===== config.mk =====
export PLATFORM = sky130hd
export DESIGN_NAME = shelf_rect_allocator
export DESIGN_NICKNAME = d
export VERILOG_FILES = /design/src/rtl/sra_pkg.sv /design/src/rtl/sra_shelf_table.sv /design/src/rtl/shelf_rect_allocator.sv
export SDC_FILE = /design/constraint.sdc
export NUM_CORES = 2
export LEC_CHECK = 0
export BUFFER_PORTS_ARGS = -buffer_cell sky130_fd_sc_hd__buf_2
export CAP_MARGIN = 10
export CORE_MARGIN = 2
export CORE_UTILIZATION = 58
export DETAILED_ROUTE_END_ITERATION = 12
export GPL_TIMING_DRIVEN = 0
export PLACE_DENSITY = 0.74
export SYNTH_ARGS = -nofsm -noshare
export SYNTH_HDL_FRONTEND = slang
export SYNTH_HIERARCHICAL = 1
export SYNTH_SLANG_ARGS = --single-unit

===== constraint.sdc =====
create_clock -name clk -period 21.7 [get_ports clk]
set_input_delay 4.34 -clock clk [delete_from_list [all_inputs] [get_ports clk]]
set_output_delay 4.34 -clock clk [all_outputs]
set_load 0.1 [all_outputs]

===== src/rtl/sra_pkg.sv =====
`timescale 1ns / 1ps
`default_nettype none

package sra_pkg;

	localparam int MAX_SHELVES = 64;
	localparam int IDX_W       = $clog2(MAX_SHELVES);
	localparam int CNT_W       = $clog2(MAX_SHELVES + 1);
	localparam int DIM_W       = 13;
	localparam int POS_W       = 12;
	localparam int PAD_W       = 4;
	localparam int PDIM_W      = DIM_W + 1;
	localparam int REG_IDX_W   = 2;

	// configuration register indexes
	localparam logic [REG_IDX_W-1:0] REG_ATLAS_WIDTH  = 2'd0;
	localparam logic [REG_IDX_W-1:0] REG_ATLAS_HEIGHT = 2'd1;
	localparam logic [REG_IDX_W-1:0] REG_PAD_AMOUNT   = 2'd2;

	localparam logic [DIM_W-1:0] ATLAS_WIDTH_RST  = 13'd1024;
	localparam logic [DIM_W-1:0] ATLAS_HEIGHT_RST = 13'd1024;
	localparam logic [PAD_W-1:0] PAD_AMOUNT_RST   = 4'd1;

	typedef struct packed {
		logic [DIM_W-1:0] rect_width;
		logic [DIM_W-1:0] rect_height;
	} sra_req_t;

	typedef struct packed {
		logic             placed;
		logic [POS_W-1:0] pos_x;
		logic [POS_W-1:0] pos_y;
		logic             opened_shelf;
	} sra_res_t;

	typedef struct packed {
		logic [DIM_W-1:0] top;
		logic [DIM_W-1:0] span;
		logic [DIM_W-1:0] cursor;
	} sra_entry_t;

	typedef struct packed {
		logic             en;
		logic [IDX_W-1:0] addr;
		sra_entry_t       entry;
	} sra_wr_t;

	typedef struct packed {
		logic             fit;
		logic [DIM_W-1:0] next_cursor;
		sra_entry_t       entry;
	} sra_fit_t;

endpackage

`default_nettype wire


===== src/rtl/sra_shelf_table.sv =====
`timescale 1ns / 1ps
`default_nettype none

module sra_shelf_table import sra_pkg::*; (
	input  wire logic              clk,
	input  wire logic              rd_en,
	input  wire logic [IDX_W-1:0]  rd_addr,
	input  wire sra_wr_t           wr,
	input  wire logic [DIM_W-1:0]  rect_height,
	input  wire logic [PDIM_W-1:0] pad_width,
	input  wire logic [DIM_W-1:0]  atlas_width,
	output sra_fit_t               fit
);

	sra_entry_t                mem [MAX_SHELVES];
	sra_entry_t                rd_data_s1;
	logic [PDIM_W:0]           end_col;

	always_ff @(posedge clk) begin
		if (wr.en) begin
			mem[wr.addr] <= wr.entry;
		end
	end

	always_ff @(posedge clk) begin
		if (rd_en) begin
			rd_data_s1 <= mem[rd_addr];
		end
	end

	// test the entry just read against the pending rectangle
	assign end_col = {2'b00, rd_data_s1.cursor} + {1'b0, pad_width};

	always_comb begin
		fit.entry       = rd_data_s1;
		fit.next_cursor = end_col[DIM_W-1:0];
		fit.fit         = (rect_height <= rd_data_s1.span) &&
		                  (end_col <= {2'b00, atlas_width});
	end

endmodule

`default_nettype wire


===== src/rtl/shelf_rect_allocator.sv =====
`timescale 1ns / 1ps
`default_nettype none

// Channel   Ports                           Handshake
// --------  ------------------------------  ---------------------------------------
// request   start, busy, req                word taken when start high, busy low
// result    done, res                       word valid for the one cycle done is high
// config    cfg_we, cfg_index, cfg_data     register written when cfg_we is high
//
// An item walks the open shelves in order (at most MAX_SHELVES of them) before the done
// strobe; when the table is empty it goes straight to opening a shelf, and a hit on a
// shelf ends the walk.
// The walk is set by the single read port of the shelf table, one entry a cycle, with
// the read data registered in the table.
// Reset clears the shelf count and loads the register defaults; table contents stay
// undefined and are never read beyond the count. The result side cannot stall.

module shelf_rect_allocator import sra_pkg::*; (
	input  wire logic                 clk,
	input  wire logic                 arst_n,
	input  wire logic                 start,
	output logic                      busy,
	input  wire sra_req_t             req,
	output logic                      done,
	output sra_res_t                  res,
	input  wire logic                 cfg_we,
	input  wire logic [REG_IDX_W-1:0] cfg_index,
	input  wire logic [DIM_W-1:0]     cfg_data
);

	typedef enum logic [2:0] {
		ST_IDLE = 3'b001,
		ST_SCAN = 3'b010,
		ST_OPEN = 3'b100
	} state_t;

	state_t              state_q;
	logic [DIM_W-1:0]    atlas_width_q;
	logic [DIM_W-1:0]    atlas_height_q;
	logic [PAD_W-1:0]    pad_amount_q;

	logic [CNT_W-1:0]    count_q;
	logic [DIM_W-1:0]    last_top_q;
	logic [DIM_W-1:0]    last_span_q;

	logic [DIM_W-1:0]    height_q;
	logic [PDIM_W-1:0]   pad_w_q;
	logic [PDIM_W-1:0]   pad_h_q;

	logic [CNT_W-1:0]    rd_idx_q;
	logic                rd_vld_s1;
	logic [CNT_W-1:0]    cmp_idx_s1;

	logic                done_q;
	sra_res_t            res_q;

	logic                accept;
	logic                rd_en;
	logic                hit;
	logic                last_cmp;
	sra_fit_t            fit;
	sra_wr_t             wr;

	logic [PDIM_W:0]     new_top;
	logic [PDIM_W+1:0]   new_bottom;
	logic                open_ok;

	assign busy   = (state_q != ST_IDLE);
	assign accept = start && !busy;
	assign done   = done_q;
	assign res    = res_q;

	// issue one read a cycle while shelves remain to be walked
	assign rd_en    = (state_q == ST_SCAN) && (rd_idx_q < count_q);
	assign hit      = (state_q == ST_SCAN) && rd_vld_s1 && fit.fit;
	assign last_cmp = rd_vld_s1 && ((cmp_idx_s1 + CNT_W'(1)) == count_q);

	// a new shelf sits one padding below the bottom of the last shelf
	always_comb begin
		if (count_q == '0) begin
			new_top = '0;
		end else begin
			new_top = {2'b00, last_top_q} + {2'b00, last_span_q} +
			          {{(PDIM_W+1-PAD_W){1'b0}}, pad_amount_q};
		end
		new_bottom = {1'b0, new_top} + {2'b00, pad_h_q};
		open_ok    = (count_q < CNT_W'(MAX_SHELVES)) &&
		             (new_bottom <= {3'b000, atlas_height_q}) &&
		             (pad_w_q <= {1'b0, atlas_width_q});
	end

	// write back the advanced cursor on a hit, or the fresh entry when a shelf opens
	always_comb begin
		wr = '0;
		if (hit) begin
			wr.en           = 1'b1;
			wr.addr         = cmp_idx_s1[IDX_W-1:0];
			wr.entry        = fit.entry;
			wr.entry.cursor = fit.next_cursor;
		end else if (state_q == ST_OPEN && open_ok) begin
			wr.en           = 1'b1;
			wr.addr         = count_q[IDX_W-1:0];
			wr.entry.top    = new_top[DIM_W-1:0];
			wr.entry.span   = pad_h_q[DIM_W-1:0];
			wr.entry.cursor = pad_w_q[DIM_W-1:0];
		end
	end

	sra_shelf_table u_table (
		.clk         (clk),
		.rd_en       (rd_en),
		.rd_addr     (rd_idx_q[IDX_W-1:0]),
		.wr          (wr),
		.rect_height (height_q),
		.pad_width   (pad_w_q),
		.atlas_width (atlas_width_q),
		.fit         (fit)
	);

	// configuration registers
	always_ff @(posedge clk or negedge arst_n) begin
		if (!arst_n) begin
			atlas_width_q  <= ATLAS_WIDTH_RST;
			atlas_height_q <= ATLAS_HEIGHT_RST;
			pad_amount_q   <= PAD_AMOUNT_RST;
		end else if (cfg_we) begin
			case (cfg_index)
				REG_ATLAS_WIDTH:  atlas_width_q  <= cfg_data;
				REG_ATLAS_HEIGHT: atlas_height_q <= cfg_data;
				REG_PAD_AMOUNT:   pad_amount_q   <= cfg_data[PAD_W-1:0];
				default: ;
			endcase
		end
	end

	// hold the padded request for the whole walk
	always_ff @(posedge clk) begin
		if (accept) begin
			height_q <= req.rect_height;
			pad_w_q  <= {1'b0, req.rect_width} + {{(PDIM_W-PAD_W){1'b0}}, pad_amount_q};
			pad_h_q  <= {1'b0, req.rect_height} + {{(PDIM_W-PAD_W){1'b0}}, pad_amount_q};
		end
	end

	// last shelf geometry, valid whenever the count is non-zero
	always_ff @(posedge clk) begin
		if (state_q == ST_OPEN && open_ok) begin
			last_top_q  <= new_top[DIM_W-1:0];
			last_span_q <= pad_h_q[DIM_W-1:0];
		end
	end

	always_ff @(posedge clk or negedge arst_n) begin
		if (!arst_n) begin
			state_q    <= ST_IDLE;
			count_q    <= '0;
			rd_idx_q   <= '0;
			rd_vld_s1  <= 1'b0;
			cmp_idx_s1 <= '0;
			done_q     <= 1'b0;
		end else begin
			case (state_q)
				ST_IDLE: begin
					done_q    <= 1'b0;
					rd_idx_q  <= '0;
					rd_vld_s1 <= 1'b0;
					if (accept) begin
						state_q <= (count_q == '0) ? ST_OPEN : ST_SCAN;
					end
				end
				ST_SCAN: begin
					// drop the read still in flight on a hit
					rd_vld_s1  <= rd_en && !hit;
					cmp_idx_s1 <= rd_idx_q;
					done_q     <= hit;
					if (rd_en) begin
						rd_idx_q <= rd_idx_q + CNT_W'(1);
					end
					if (hit) begin
						state_q <= ST_IDLE;
					end else if (last_cmp) begin
						state_q <= ST_OPEN;
					end
				end
				ST_OPEN: begin
					done_q  <= 1'b1;
					state_q <= ST_IDLE;
					if (open_ok) begin
						count_q <= count_q + CNT_W'(1);
					end
				end
				default: begin
					done_q    <= 1'b0;
					state_q   <= ST_IDLE;
					rd_vld_s1 <= 1'b0;
				end
			endcase
		end
	end

	// result word
	always_ff @(posedge clk) begin
		if (hit) begin
			res_q.placed       <= 1'b1;
			res_q.pos_x        <= fit.entry.cursor[POS_W-1:0];
			res_q.pos_y        <= fit.entry.top[POS_W-1:0];
			res_q.opened_shelf <= 1'b0;
		end else if (state_q == ST_OPEN) begin
			res_q.placed       <= open_ok;
			res_q.pos_x        <= '0;
			res_q.pos_y        <= open_ok ? new_top[POS_W-1:0] : '0;
			res_q.opened_shelf <= open_ok;
		end
	end

endmodule

`default_nettype wire

==> impl_results.md <==
- Syn_area_per_cell: 21.23 µm²
- Cells resized by post-CTS repair: 0
- Time the final worst path needs with I/O delays and setup: 9.705 ns
- Period utilisation layout: 44.72%
- Internal power: 8.172 mW
- CTS clk-pin slew, worst paths: 0.07 ns
- Count of input and output buffers: 72
- Gate count of the mapped netlist: 4836
- Clock tree from TritonCTS: done
- Residual antenna-violating net count after detailed routing: 0
- Insertion delay of the later-clocked pin in the worst-skew pair: 0.90 ns
- Leakage power: 40.38 nW
- Die X: 424.7 µm
- Total design power: 10.61 mW
- Reg-to-reg setup timing slack: 12.00 ns
- Reg2Reg Capture Point: u_table/mem[31][3]
- CTS Sinks: 2619
- Num CTS Buffers: 240
- Combinational fraction of design power: 8.4%
- Maximum fanout along the worst path: 23
- Vias in the first global route: 53150
- Failing checks: slew limit
- Count of non-filler cells in the finished layout: 7811
- Seq pwr share: 53.0%
- Net switching share of the total power: 22.96%
- Crit start category: flop
- Row count: 154
- Worst Setup SP: pad_amount_q[2]
- Upper clock frequency limit: 103.0 MHz
- Relative contribution of the clock network to total power: 38.6%
- Final HPWL DP: 185700 µm
- Area Overhead vs Synth: 13.51%
- MaxCap Viol Count: 0
- TNS Setup: 0 ns
- Synthesized area: 0.1026 mm²
- DRC marker count from the first detailed-route iteration: 8944
- Initial antenna violation count: 12
- Cell at the root of the clock tree: sky130_fd_sc_hd__clkbuf_16
- Mean routed wirelength per cell: 36.28 µm
- Grt total ovfl: 0
- Detailed-route via count: 54170
- CORE AREA: 0.1759 mm²
- Hold Path Origin: res[25]
- Die area: 0.1804 mm²
- Number of setup buffers added after CTS: 0
- Total of endpoints with negative setup slack in the final report: 0
- Hold violation total from the final report: 0
- PD cells: 91.03 mW/mm²
- Maximum level of the CTS H-tree: 4
- Final Wtd Congestion: 0.9834
- Result of the run: finished with violations
- Largest net degree at the start of global routing: 65
- Die Span Y: 424.7 µm
- Post-route setup slack: 12.00 ns
- Critical setup path kind: flop to flop
- Worst hold slack: 0.4929 ns
- Most used cells in the layout excluding fill and tap cells: sky130_fd_sc_hd__edfxtp_1 (2561), sky130_fd_sc_hd__mux4_2 (608), sky130_fd_sc_hd__clkbuf_16 (245)
- Critical Path Sink Type: flop
- Peak supply drop: 0.00008964 V
- Final Routed Wirelength: 283400 µm
- Ports placed on the boundary: 73
- Net count, final: 5444
- Starting utilization of the core area: 58.35%
- Worst rel slew slack: -8.817%
- Global routing usage summed across all routing layers: 31.75%
- RSZ-0062 raised after global routing: false
- Setup Skew: 0.03536 ns
- Required time of the critical path: 22.27 ns
- Count of unresolved DRC violations after routing: 0
- RR Startpoint: pad_amount_q[2]
- Switching power summed over all nets: 2.435 mW
- Number of warnings printed during yosys synthesis: 6
- Cell count after placement: 7360
- Final Slew Violations: 3
- Worst slack at placement: 12.46 ns
- Synthesized netlist net count: 5008
- Tightest Pin Transition: 1.632 ns
- Share of cells above drive strength 1: 24.76%
- Data arrival, critical path: 10.27 ns
- Detailed-router iteration count before antenna repair: 6
- Count of hold buffers inserted by post-cts repair: 0
- Maximum buffer depth of the clock tree: 3
- Vias per cell: 6.935
- Count of cells along the worst register-to-register path: 26
- Crit path capture: u_table/mem[31][3]
- Most common cell after layout, fill and taps aside: sky130_fd_sc_hd__edfxtp_1
- Worst min-delay path class: flop to flop
- Wire length of the first global-routing pass: 398400 µm
==> metrics by stage <==
stage | instance area [µm²] | util (%)
floorplan | 102700 | -
global placement | 105900 | 60.22
detailed placement | 108900 | 61.89
CTS | 116400 | 66.18
global route | 116500 | 66.23
finish | 116500 | 66.23
==> worst max-delay path, cell delays in order, from the launching register on <==
cell,delay (ns)
sky130_fd_sc_hd__dfrtp_1,0.48
sky130_fd_sc_hd__fa_1,0.55
sky130_fd_sc_hd__ha_1,0.32
sky130_fd_sc_hd__a211oi_1,0.33
sky130_fd_sc_hd__nor2_1,0.11
sky130_fd_sc_hd__o21a_1,0.20
sky130_fd_sc_hd__o21a_1,0.17
sky130_fd_sc_hd__nor3_1,0.64
sky130_fd_sc_hd__ha_1,0.39
sky130_fd_sc_hd__a21oi_1,0.21
sky130_fd_sc_hd__a21oi_1,0.06
sky130_fd_sc_hd__a21oi_1,0.24
sky130_fd_sc_hd__o21ai_0,0.15
sky130_fd_sc_hd__xor2_1,0.17
sky130_fd_sc_hd__ha_1,0.33
sky130_fd_sc_hd__a21oi_1,0.16
sky130_fd_sc_hd__nand2_1,0.07
sky130_fd_sc_hd__a211o_1,0.29
sky130_fd_sc_hd__o31a_1,0.29
sky130_fd_sc_hd__nor4b_4,0.44
sky130_fd_sc_hd__nand2_1,0.09
sky130_fd_sc_hd__clkbuf_1,0.36
sky130_fd_sc_hd__o21ai_1,0.33
sky130_fd_sc_hd__clkbuf_1,0.58
sky130_fd_sc_hd__nand4_1,1.00
sky130_fd_sc_hd__nor2_4,1.12
sky130_fd_sc_hd__buf_16,0.24
==> per-layer routing <==
layer	share of wire (%)	routed length (µm)	track usage [%]	up-vias
met2	45	128200	47.66	4163
met1	34	97320	42.81	27980
met3	14	40870	9.943	710
met4	6.0	16960	15.32	4
met5	0.014	41	0	-
li1	-	-	-	21320
==> worst min path at each step <==
stage | endpoint | slack (ns) | depth (start not counted)
after floorplan | last_span_q[0] | 0.46 | 0
after global placement | res[0] | 0.44 | 2
after CTS | res[25] | 0.50 | 2
after detailed placement | res[0] | 0.46 | 2
after global routing | res[25] | 0.51 | 2
final | res[25] | 0.49 | 2
==> layout make-up <==
cell class	instances	area, µm²
fillers	10730	59400
flip-flops and latches	2619	78350
diodes	2	5.005
repair buffers	194	2766
clock buffers	299	6344
clock inverters	140	1210
inverters	86	322.8
plain buffers	250	1195
multi-input cells	1881	23400
well taps	2340	2928
==> power groups by stage <==
stage / Clock (mW) / Sequential [mW] / Combinational (mW)
after floorplan: 0 / 5.75 / 0.556
after global placement: 0 / 5.73 / 0.831
after detailed placement: 0 / 5.73 / 0.873
after CTS: 4.12 / 5.62 / 0.880
after global routing: 4.31 / 5.62 / 0.956
final: 4.09 / 5.62 / 0.892
==> sequential cells by signal (all words and copies together) (netlist names) <==
signal,cells
last_top_q,13
rd_vld_s1,1
rd_idx_q,7
pad_amount_q,4
done,1
height_q,13
atlas_height_q,13
state_q,3
res,26
u_table/fit,38
atlas_width_q,13
u_table/mem,2432
cmp_idx_s1,7
pad_w_q,14
pad_h_q,14
last_span_q,13
count_q,7
No activity file was read; power rests on OpenSTA's default activity.
